===== src/hw/rtl/bmp24_pixel_sum_unit_assert.svh =====
// ----------------------------------------------------------------------------
// BMP24 pixel sum assertion macros
// Shorthand for clocked assertions; the user module provides clk and rst.
// ----------------------------------------------------------------------------
`ifndef BMP24_PIXEL_SUM_UNIT_ASSERT_SVH
`define BMP24_PIXEL_SUM_UNIT_ASSERT_SVH

// Same-cycle implication
`define BMP24_ASSERT_IMPL(lbl, ante, cons, msg) \
  lbl: assert property (@(posedge clk) disable iff (rst) (ante) |-> (cons)) \
    else $error(msg);

// Next-cycle implication
`define BMP24_ASSERT_NEXT(lbl, ante, cons, msg) \
  lbl: assert property (@(posedge clk) disable iff (rst) (ante) |=> (cons)) \
    else $error(msg);

`endif


===== src/hw/rtl/bmp24_pkg.sv =====
// ----------------------------------------------------------------------------
// BMP24 pixel sum package
// Shared widths, header offsets, status codes, phase codes and structs.
// ----------------------------------------------------------------------------
package bmp24_pkg;

  // Default geometry limits
  localparam int unsigned MAX_WIDTH_DEF  = 4096;
  localparam int unsigned MAX_HEIGHT_DEF = 4096;

  // Result widths
  localparam int unsigned SUM_W    = 34;
  localparam int unsigned STATUS_W = 3;

  // Header constants
  localparam logic [15:0] BMP_SIGNATURE = 16'h4D42;
  localparam logic [15:0] DEPTH_24      = 16'd24;
  localparam logic [31:0] HEADER_END    = 32'd30;

  // Header byte positions
  localparam logic [4:0] FIRST_POS    = 5'd0;
  localparam logic [4:0] SIG_HI_POS   = 5'd1;
  localparam logic [4:0] OFFSET_POS   = 5'd10;
  localparam logic [4:0] WIDTH_POS    = 5'd18;
  localparam logic [4:0] HEIGHT_POS   = 5'd22;
  localparam logic [4:0] DEPTH_POS    = 5'd28;
  localparam logic [4:0] DEPTH_HI_POS = 5'd29;

  typedef enum logic [STATUS_W-1:0] {
    ST_OK      = 3'd0,
    ST_NOT_BMP = 3'd1,
    ST_DEPTH   = 3'd2,
    ST_TRUNC   = 3'd3,
    ST_GEOM    = 3'd4
  } status_t;

  typedef enum logic [3:0] {
    PH_HEADER = 4'b0001,
    PH_SKIP   = 4'b0010,
    PH_PIXELS = 4'b0100,
    PH_DONE   = 4'b1000
  } phase_t;

  typedef struct packed {
    logic [SUM_W-1:0] pixel_sum;
    status_t          status;
  } result_t;

  // Header decode flags, handed from the header parser to the sequencer
  typedef struct packed {
    logic sig_bad;
    logic depth_bad;
    logic geom_bad;
    logic empty;
    logic direct;
  } hdr_flags_t;

endpackage


===== src/hw/rtl/bmp24_in_if.sv =====
// ----------------------------------------------------------------------------
// BMP24 byte channel
// Valid/ready channel carrying one file byte and its end-of-file mark.
// ----------------------------------------------------------------------------
interface bmp24_in_if;
  logic       valid;
  logic       ready;
  logic [7:0] file_byte;
  logic       end_of_file;

  modport source (output valid, output file_byte, output end_of_file, input ready);
  modport sink   (input valid, input file_byte, input end_of_file, output ready);
endinterface


===== src/hw/rtl/bmp24_out_if.sv =====
// ----------------------------------------------------------------------------
// BMP24 result channel
// Valid/ready channel carrying the pixel sum and status of one file.
// ----------------------------------------------------------------------------
interface bmp24_out_if;
  logic                          valid;
  logic                          ready;
  logic [bmp24_pkg::SUM_W-1:0]   pixel_sum;
  logic [bmp24_pkg::STATUS_W-1:0] status;

  modport source (output valid, output pixel_sum, output status, input ready);
  modport sink   (input valid, input pixel_sum, input status, output ready);
endinterface


===== src/hw/rtl/bmp24_hdr.sv =====
// ----------------------------------------------------------------------------
// BMP24 header parser
// Captures offset, width, height and depth bytes and decodes the header checks.
// ----------------------------------------------------------------------------
module bmp24_hdr #(
  parameter int unsigned MAX_WIDTH  = bmp24_pkg::MAX_WIDTH_DEF,
  parameter int unsigned MAX_HEIGHT = bmp24_pkg::MAX_HEIGHT_DEF,
  localparam int unsigned RowW  = $clog2(3 * MAX_WIDTH + 4),
  localparam int unsigned RowsW = $clog2(MAX_HEIGHT + 1)
) (
  input  logic                    clk,
  input  logic                    take,
  input  logic [4:0]              pos,
  input  logic [7:0]              file_byte,
  output bmp24_pkg::hdr_flags_t   flags,
  output logic [31:0]             pixel_start,
  output logic [RowW-1:0]         width_x3,
  output logic [RowW-1:0]         row_len,
  output logic [RowsW-1:0]        row_count
);
  import bmp24_pkg::*;

  logic [7:0]      depth_lo;
  logic [31:0]     image_width;
  logic [31:0]     image_height;
  logic [1:0]      lane_off;
  logic [1:0]      lane_wid;
  logic [1:0]      lane_hgt;
  logic [15:0]     word16;
  logic [31:0]     habs;
  logic [RowW-1:0] w_trunc;

  // Byte lanes inside each little-endian field
  assign lane_off = 2'(pos - OFFSET_POS);
  assign lane_wid = 2'(pos - WIDTH_POS);
  assign lane_hgt = 2'(pos - HEIGHT_POS);

  // Field capture
  always_ff @(posedge clk) begin
    if (take) begin
      if (pos == FIRST_POS || pos == DEPTH_POS) begin
        depth_lo <= file_byte;
      end
      if (pos >= OFFSET_POS && pos < OFFSET_POS + 5'd4) begin
        pixel_start[{lane_off, 3'b000} +: 8] <= file_byte;
      end
      if (pos >= WIDTH_POS && pos < WIDTH_POS + 5'd4) begin
        image_width[{lane_wid, 3'b000} +: 8] <= file_byte;
      end
      if (pos >= HEIGHT_POS && pos < HEIGHT_POS + 5'd4) begin
        image_height[{lane_hgt, 3'b000} +: 8] <= file_byte;
      end
    end
  end

  // Checks: signature at byte 1, depth and geometry at the last header byte
  assign word16 = {file_byte, depth_lo};
  assign habs   = image_height[31] ? (~image_height + 32'd1) : image_height;

  assign flags.sig_bad   = (word16 != BMP_SIGNATURE);
  assign flags.depth_bad = (word16 != DEPTH_24);
  assign flags.geom_bad  = image_width[31] || (image_width > 32'(MAX_WIDTH)) ||
                           (habs > 32'(MAX_HEIGHT)) || (pixel_start < HEADER_END);
  assign flags.empty     = (image_width == 32'd0) || (habs == 32'd0);
  assign flags.direct    = (pixel_start == HEADER_END);

  // Row geometry, meaningful only once the checks pass
  assign w_trunc   = image_width[RowW-1:0];
  assign width_x3  = w_trunc + {w_trunc[RowW-2:0], 1'b0};
  assign row_len   = (width_x3 + RowW'(3)) & ~RowW'(3);
  assign row_count = habs[RowsW-1:0];

endmodule


===== src/hw/rtl/bmp24_out_reg.sv =====
// ----------------------------------------------------------------------------
// BMP24 result register
// Holds one result until the receiver takes it; frees the slot in the same cycle.
// ----------------------------------------------------------------------------
module bmp24_out_reg (
  input  logic                 clk,
  input  logic                 rst,
  input  logic                 load,
  input  bmp24_pkg::result_t   data,
  output logic                 room,
  bmp24_out_if.source          result
);
  import bmp24_pkg::*;

  logic    valid;
  result_t hold;

  // Slot is free when empty or being drained this cycle
  assign room = !valid || result.ready;

  always_ff @(posedge clk) begin
    if (rst) begin
      valid <= 1'b0;
    end else if (load) begin
      valid <= 1'b1;
    end else if (result.ready) begin
      valid <= 1'b0;
    end
  end

  always_ff @(posedge clk) begin
    if (load) begin
      hold <= data;
    end
  end

  assign result.valid     = valid;
  assign result.pixel_sum = hold.pixel_sum;
  assign result.status    = hold.status;

endmodule


===== src/hw/rtl/bmp24_pixel_sum_unit.sv =====
// ----------------------------------------------------------------------------
// BMP24 pixel sum unit
// Streams the bytes of a 24-bit BMP file and reports the sum of its pixel bytes.
// ----------------------------------------------------------------------------
// Usage:
//   stream : one file byte per request, end_of_file set on the last byte.
//   result : one request per file, pixel_sum and status (0 ok, 1 not BMP,
//            2 depth not 24, 3 truncated, 4 unsupported geometry).
//   One byte is taken per cycle while stream is ready; each byte is fully
//   handled in the cycle it is accepted, so throughput is one byte per
//   cycle for every phase. A result is registered and appears on result in
//   the cycle after the byte that completes it (signature byte, last header
//   byte, last padded pixel byte, or an early end_of_file).
//   The result register decouples the sides: stream stays ready while the
//   slot is empty or being drained; only a held result with result.ready
//   low stalls stream.
//   Bytes after a result are dropped until end_of_file, which rearms the
//   unit for the next file. Synchronous reset returns to the header phase
//   with no result pending.
// ----------------------------------------------------------------------------
`include "bmp24_pixel_sum_unit_assert.svh"

module bmp24_pixel_sum_unit #(
  parameter int unsigned MAX_WIDTH  = bmp24_pkg::MAX_WIDTH_DEF,
  parameter int unsigned MAX_HEIGHT = bmp24_pkg::MAX_HEIGHT_DEF
) (
  input  logic        clk,
  input  logic        rst,
  bmp24_in_if.sink    stream,
  bmp24_out_if.source result
);
  import bmp24_pkg::*;

  localparam int unsigned RowW  = $clog2(3 * MAX_WIDTH + 4);
  localparam int unsigned RowsW = $clog2(MAX_HEIGHT + 1);

  // Sequencer state
  phase_t           phase, phase_next;
  logic [31:0]      byte_position, byte_position_next;
  logic [RowW-1:0]  row_byte_index, row_byte_index_next;
  logic [RowsW-1:0] rows_done, rows_done_next;
  logic [SUM_W-1:0] running_sum, running_sum_next;

  // Row geometry latched at the end of the header
  logic [RowW-1:0]  width_x3;
  logic [RowW-1:0]  row_len;
  logic [RowsW-1:0] row_count;

  hdr_flags_t       flags;
  logic [31:0]      pixel_start;
  logic [RowW-1:0]  hdr_width_x3;
  logic [RowW-1:0]  hdr_row_len;
  logic [RowsW-1:0] hdr_row_count;

  logic             acc;
  logic             room;
  logic             emit;
  logic             load_geom;
  status_t          st;
  logic [SUM_W-1:0] sum_upd;
  logic [RowW-1:0]  rbi_inc;
  logic [31:0]      pos_inc;
  result_t          res;

  assign acc          = stream.valid && stream.ready;
  assign stream.ready = room;
  assign rbi_inc      = row_byte_index + RowW'(1);
  assign pos_inc      = byte_position + 32'd1;

  bmp24_hdr #(
    .MAX_WIDTH  (MAX_WIDTH),
    .MAX_HEIGHT (MAX_HEIGHT)
  ) u_hdr (
    .clk         (clk),
    .take        (acc && phase == PH_HEADER),
    .pos         (byte_position[4:0]),
    .file_byte   (stream.file_byte),
    .flags       (flags),
    .pixel_start (pixel_start),
    .width_x3    (hdr_width_x3),
    .row_len     (hdr_row_len),
    .row_count   (hdr_row_count)
  );

  // Per-byte update
  always_comb begin
    emit                = 1'b0;
    st                  = ST_OK;
    load_geom           = 1'b0;
    phase_next          = phase;
    byte_position_next  = byte_position;
    row_byte_index_next = row_byte_index;
    rows_done_next      = rows_done;
    sum_upd             = running_sum;

    case (phase)
      PH_HEADER: begin
        byte_position_next = pos_inc;
        if (byte_position[4:0] == SIG_HI_POS && flags.sig_bad) begin
          emit = 1'b1;
          st   = ST_NOT_BMP;
        end else if (byte_position[4:0] == DEPTH_HI_POS) begin
          if (flags.depth_bad) begin
            emit = 1'b1;
            st   = ST_DEPTH;
          end else if (flags.geom_bad) begin
            emit = 1'b1;
            st   = ST_GEOM;
          end else if (flags.empty) begin
            emit = 1'b1;
            st   = ST_OK;
          end else begin
            load_geom           = 1'b1;
            row_byte_index_next = '0;
            rows_done_next      = '0;
            sum_upd             = '0;
            phase_next          = flags.direct ? PH_PIXELS : PH_SKIP;
          end
        end
      end
      PH_SKIP: begin
        byte_position_next = pos_inc;
        if (pos_inc == pixel_start) begin
          phase_next = PH_PIXELS;
        end
      end
      PH_PIXELS: begin
        // Color bytes only; padding is counted but not summed
        if (row_byte_index < width_x3) begin
          sum_upd = running_sum + SUM_W'(stream.file_byte);
        end
        if (rbi_inc == row_len) begin
          row_byte_index_next = '0;
          rows_done_next      = rows_done + RowsW'(1);
          if (rows_done + RowsW'(1) == row_count) begin
            emit = 1'b1;
            st   = ST_OK;
          end
        end else begin
          row_byte_index_next = rbi_inc;
        end
      end
      PH_DONE: begin
      end
      default: begin
      end
    endcase

    // Early end of file
    if (!emit && stream.end_of_file && phase != PH_DONE) begin
      emit = 1'b1;
      st   = ST_TRUNC;
    end
    if (emit) begin
      phase_next = PH_DONE;
    end

    res.status    = st;
    res.pixel_sum = (st == ST_OK) ? sum_upd : '0;

    running_sum_next = sum_upd;
    // End of file rearms for the next file
    if (stream.end_of_file) begin
      phase_next          = PH_HEADER;
      byte_position_next  = '0;
      row_byte_index_next = '0;
      rows_done_next      = '0;
      running_sum_next    = '0;
    end
  end

  // State registers
  always_ff @(posedge clk) begin
    if (rst) begin
      phase          <= PH_HEADER;
      byte_position  <= '0;
      row_byte_index <= '0;
      rows_done      <= '0;
      running_sum    <= '0;
    end else if (acc) begin
      phase          <= phase_next;
      byte_position  <= byte_position_next;
      row_byte_index <= row_byte_index_next;
      rows_done      <= rows_done_next;
      running_sum    <= running_sum_next;
    end
  end

  // Geometry registers
  always_ff @(posedge clk) begin
    if (acc && load_geom) begin
      width_x3  <= hdr_width_x3;
      row_len   <= hdr_row_len;
      row_count <= hdr_row_count;
    end
  end

  bmp24_out_reg u_out (
    .clk    (clk),
    .rst    (rst),
    .load   (acc && emit),
    .data   (res),
    .room   (room),
    .result (result)
  );

  // Checks
  `BMP24_ASSERT_IMPL(a_err_sum_zero, result.valid && result.status != ST_OK, result.pixel_sum == '0, "error result with nonzero sum")
  `BMP24_ASSERT_IMPL(a_status_range, result.valid, result.status <= ST_GEOM, "status code out of range")
  `BMP24_ASSERT_IMPL(a_row_bounds, phase == PH_PIXELS, rows_done < row_count && row_byte_index < row_len, "row counters out of bounds")
  `BMP24_ASSERT_NEXT(a_eof_rearm, acc && stream.end_of_file, phase == PH_HEADER && byte_position == '0, "end of file did not rearm")
  `BMP24_ASSERT_NEXT(a_emit_shown, acc && emit, result.valid, "result not presented")

endmodule


===== src/flat_wrapper.sv =====
// flat-port wrapper written by rule: the top's interface ports become plain ports
module bmp24_pixel_sum_unit_flat import bmp24_pkg::*;
#(
  parameter int unsigned MAX_WIDTH  = bmp24_pkg::MAX_WIDTH_DEF,
  parameter int unsigned MAX_HEIGHT = bmp24_pkg::MAX_HEIGHT_DEF
)
  (clk, rst, stream_valid, stream_file_byte, stream_end_of_file, stream_ready, result_valid, result_pixel_sum, result_status, result_ready);
  bmp24_in_if stream_i ();
  bmp24_out_if result_i ();
  input  logic clk;
  input  logic rst;
  input wire logic [$bits(stream_i.valid)-1:0] stream_valid;
  input wire logic [$bits(stream_i.file_byte)-1:0] stream_file_byte;
  input wire logic [$bits(stream_i.end_of_file)-1:0] stream_end_of_file;
  output wire logic [$bits(stream_i.ready)-1:0] stream_ready;
  output wire logic [$bits(result_i.valid)-1:0] result_valid;
  output wire logic [$bits(result_i.pixel_sum)-1:0] result_pixel_sum;
  output wire logic [$bits(result_i.status)-1:0] result_status;
  input wire logic [$bits(result_i.ready)-1:0] result_ready;
  assign stream_i.valid = stream_valid;
  assign stream_i.file_byte = stream_file_byte;
  assign stream_i.end_of_file = stream_end_of_file;
  assign stream_ready = stream_i.ready;
  assign result_valid = result_i.valid;
  assign result_pixel_sum = result_i.pixel_sum;
  assign result_status = result_i.status;
  assign result_i.ready = result_ready;
  bmp24_pixel_sum_unit #(.MAX_WIDTH(MAX_WIDTH), .MAX_HEIGHT(MAX_HEIGHT)) u_core (.clk(clk), .rst(rst), .stream(stream_i), .result(result_i));
endmodule

===== config.mk =====
export PLATFORM = sky130hd
export DESIGN_NAME = bmp24_pixel_sum_unit_flat
export DESIGN_NICKNAME = d
export VERILOG_FILES = /design/src/hw/rtl/bmp24_pkg.sv /design/src/hw/rtl/bmp24_in_if.sv /design/src/hw/rtl/bmp24_out_if.sv /design/src/hw/rtl/bmp24_hdr.sv /design/src/hw/rtl/bmp24_out_reg.sv /design/src/hw/rtl/bmp24_pixel_sum_unit.sv /design/src/flat_wrapper.sv
export VERILOG_INCLUDE_DIRS = /design/src /design/src/hw/rtl
export SDC_FILE = /design/constraint.sdc
export NUM_CORES = 1
export LEC_CHECK = 0
export BUFFER_PORTS_ARGS = -buffer_cell sky130_fd_sc_hd__buf_4
export CORE_UTILIZATION = 45
export CTS_BUF_LIST = sky130_fd_sc_hd__clkbuf_8 sky130_fd_sc_hd__clkbuf_16
export DETAILED_ROUTE_END_ITERATION = 12
export SLEW_MARGIN = 10
export SYNTH_ARGS = -nofsm -noshare
export SYNTH_HDL_FRONTEND = slang
export SYNTH_SLANG_ARGS = --single-unit

===== constraint.sdc =====
create_clock -name clk -period 5.03 [get_ports clk]
set_input_delay 0 -clock clk [delete_from_list [all_inputs] [get_ports clk]]
set_output_delay 0 -clock clk [all_outputs]
set_load 0.05 [all_outputs]

==> results_dict.tcl <==
set metrics [dict create \
    synthMostInstantiatedCell "nor2_1" \
    period_share_pct 91.05 \
    port_buffers 51 \
    hold_viol_final 0 \
    ir_worst_vdd_mv 0.3386 \
    area.growth.synth_to_final_pct 12.99 \
    ys_warn_count 0 \
    max_freq_ghz 0.2183 \
    yosysUniqueCellTypes 82 \
    r2r_cells 11 \
    grt_pass1_wl_um 66850 \
    tns_ps 0 \
    htree_levels 1 \
    dr.pass1.iters 5 \
    yosys.area.top_type "edfxtp_1" \
    drt-initial-drc-count 924 \
    timing.hold.ws_ps 55.93 \
    drt-vias-per-instance 5.822 \
    grt_start_max_net_pins 60 \
    die_area_um2 36560 \
    postLayoutCellArea_um2 18200 \
    fin_cells 2249 \
    hold_path_end "u_core.running_sum[25]" \
    cts_setup_buffers 0 \
    core_area_um2 34880 \
    synthSimpleGateAreaFrac_pct 22.77 \
    async_flop_share_pct 0 \
    rsz0062_at_grt "no" \
    postPlaceCellArea_um2 16960 \
    drc 0 \
    critPathCaptureType "register" \
    setup-violations-final 0 \
    path_clk_slew_ps 60 \
    cts.sinks 278 \
    place_hpwl_um 30810 \
    start_util_pct 46.18 \
    clock_latency_ps 590 \
    reg2reg_to "u_core.u_out.result.pixel_sum[7]" \
    layout.nets 1835 \
    grt_overflow 0 \
    synth_top_area_share_pct 33.55 \
    synthTopCellsByArea "edfxtp_1 34%, dfxtp_1 12%, nor2_1 4.7%" \
    core.rowCount 68 \
    worstSetupStartpointType "register" \
    synth_edf_count 180 \
    synth_xor_area_share_pct 7.013 \
    timing.rr.start "u_core.u_hdr.image_height[8]" \
    worst_pin_slew_ps 1141 \
    clockBufferDepth 3 \
    hold_buffers 11 \
    die_y_um 191.2 \
    synth_compound_area_share_pct 14.87 \
    slew_headroom_pct 23.14 \
    finalWeightedCongestion 0.9114 \
    worstPathArrival_ps 4910 \
    ctsResizeCount 0 \
    leakage_nw 6.563 \
    critical_path_class "register to register" \
    synth_top_family_by_area "simple AND/OR/NAND/NOR gates" \
    synth_fa_ha_area_share_pct 4.209 \
    avgSynthCellArea_um2 9.296 \
    status "finished, final reports clean" \
    drive_gt1_share_pct 9.086 \
    syn_area_um2 16110 \
    path_max_fanout 7 \
    vias 13093 \
    fill_cells 3174 \
    power_mw 5.258 \
    cap_viol_max_count 0 \
    min_period_ps 4580 \
    power.density_cell_area_nw_per_um2 288.9 \
    cts_buffers 31 \
    dpl.cell_count 2180 \
    grt_use_total_pct 23.10 \
    cts_tree "yes" \
    synth_nets 1799 \
    ys_top_cells_by_count "203 x nor2_1, 180 x edfxtp_1, 123 x a21oi_1" \
    ys_seq_elements 278 \
    antenna_left 0 \
    hold_depth 5 \
    synthFlopType "edfxtp_1" \
    wl_per_cell_um 18.91 \
    insertedDiodeCount 0 \
    hp-class "input port to register" \
    root_buffer "clkbuf_16" \
    synth_mux_area_share_pct 1.398 \
    hold_start "stream_valid" \
    die_x_um 191.2 \
    first_global_vias 12175 \
    required_ps 5360 \
    drt_wl_total_um 42520 \
    synthCells 1733 \
    antenna_found_initial 0 \
    finClkSkew_ps 13.15 \
    slew_violations 0 \
    ioPinCount 52 \
    r2r_slack_ps 450 \
    ys_seq_area_share_pct 45.73 \
]
[logic make-up (layout without fill, tap and decap cells)]
family          Yosys count  after routing
simple gates            718            718
compound gates          369            369
flops                   278            278
buf+inv                 164            225
xor+xnor                129            129
fa+ha+maj                53             53
mux                      22             22
[how the worst max path moves through the flow]
stage,from,end
2_1_floorplan,u_core.u_hdr.image_height[0],u_core.row_count[0]
3_3_place_gp,u_core.u_hdr.image_height[8],u_core.u_out.result.pixel_sum[23]
3_5_place_dp,u_core.u_hdr.image_height[0],u_core.u_out.result.pixel_sum[31]
4_1_cts,u_core.u_hdr.image_height[0],u_core.u_out.result.pixel_sum[31]
5_1_grt,u_core.u_hdr.image_height[8],u_core.u_out.result.pixel_sum[15]
6_report,u_core.u_hdr.image_height[8],u_core.u_out.result.pixel_sum[7]
[placed cells by master, fill, tap and decap left out, types with 16 or more instances in the layout]
cell,synthesis,layout
dfxtp_1,98,98
a21o_1,20,20
ha_1,51,51
clkbuf_16,0,31
nor2_1,203,202
nand3_1,77,77
nor4_1,35,35
nand2b_1,31,31
a21oi_1,123,123
and3_1,32,32
inv_1,75,78
nand4_1,36,36
o21ai_0,62,62
and2_1,33,33
xor2_1,44,44
a31oi_1,38,38
xnor2_1,85,85
nor3_1,69,69
nand2_1,108,108
or3_1,16,16
edfxtp_1,180,180
buf_4,1,80
mux2i_1,18,18
[routing by layer]
metal | up-vias | track usage, % | wire length (um)
li1 | 6441 | - | -
met1 | 6257 | 32.55 | 19930
met2 | 331 | 36.97 | 19450
met3 | 64 | 2.864 | 1921
met4 | 0 | 6.929 | 1219
met5 | - | 0 | 0
[final cells by class]
cell class / instances / area [um^2] / area share, %
clock buffers: 31 / 775.7 / 4.261
clock inverters: 27 / 362.8 / 1.993
inverters: 75 / 281.5 / 1.546
multi-input cells: 1291 / 8117 / 44.59
flip-flops and latches: 278 / 7367 / 40.47
well taps: 455 / 569.3 / 3.127
repair buffers: 92 / 730.7 / 4.014
[metrics by stage]
step           worst slack, ps  utilization [%]
2_1_floorplan            17.54                -
3_3_place_gp             557.3            48.60
3_5_place_dp             619.9            48.60
4_1_cts                  548.9            52.18
5_1_grt                  112.2            52.18
6_report                 450.0            52.18
[state kept, by name, indices dropped and copies added (netlist names)]
| signal | count |
|---|---|
| u_core.rows_done | 13 |
| u_core.row_count | 13 |
| u_core.running_sum | 34 |
| u_core.u_out.result.valid | 1 |
| u_core.u_out.result.status | 3 |
| u_core.u_out.result.pixel_sum | 34 |
| u_core.u_hdr.image_height | 32 |
| u_core.phase | 4 |
| u_core.u_hdr.depth_lo | 8 |
| u_core.row_len | 12 |
| u_core.width_x3 | 14 |
| u_core.u_hdr.pixel_start | 32 |
| u_core.byte_position | 32 |
| u_core.row_byte_index | 14 |
| u_core.u_hdr.image_width | 32 |
[power breakdown]
part | switching [mW] | internal [mW]
Combinational | 0.205 | 0.0701
Clock | 0.983 | 1.54
Sequential | 0.0151 | 2.44
Total | 1.20 | 4.06
[worst max-delay path, cell delays in order, from the launching register on]
cell       delay (ps)
edfxtp_1          510
or4_1             730
nor4_1            420
o22ai_1           150
o32a_1            390
a2111oi_0         630
buf_4             230
nand2_1            80
nor3_1            320
o21ai_0           470
o21ai_0           300
a21oi_1            90
Power figures use the tool's default switching activity.
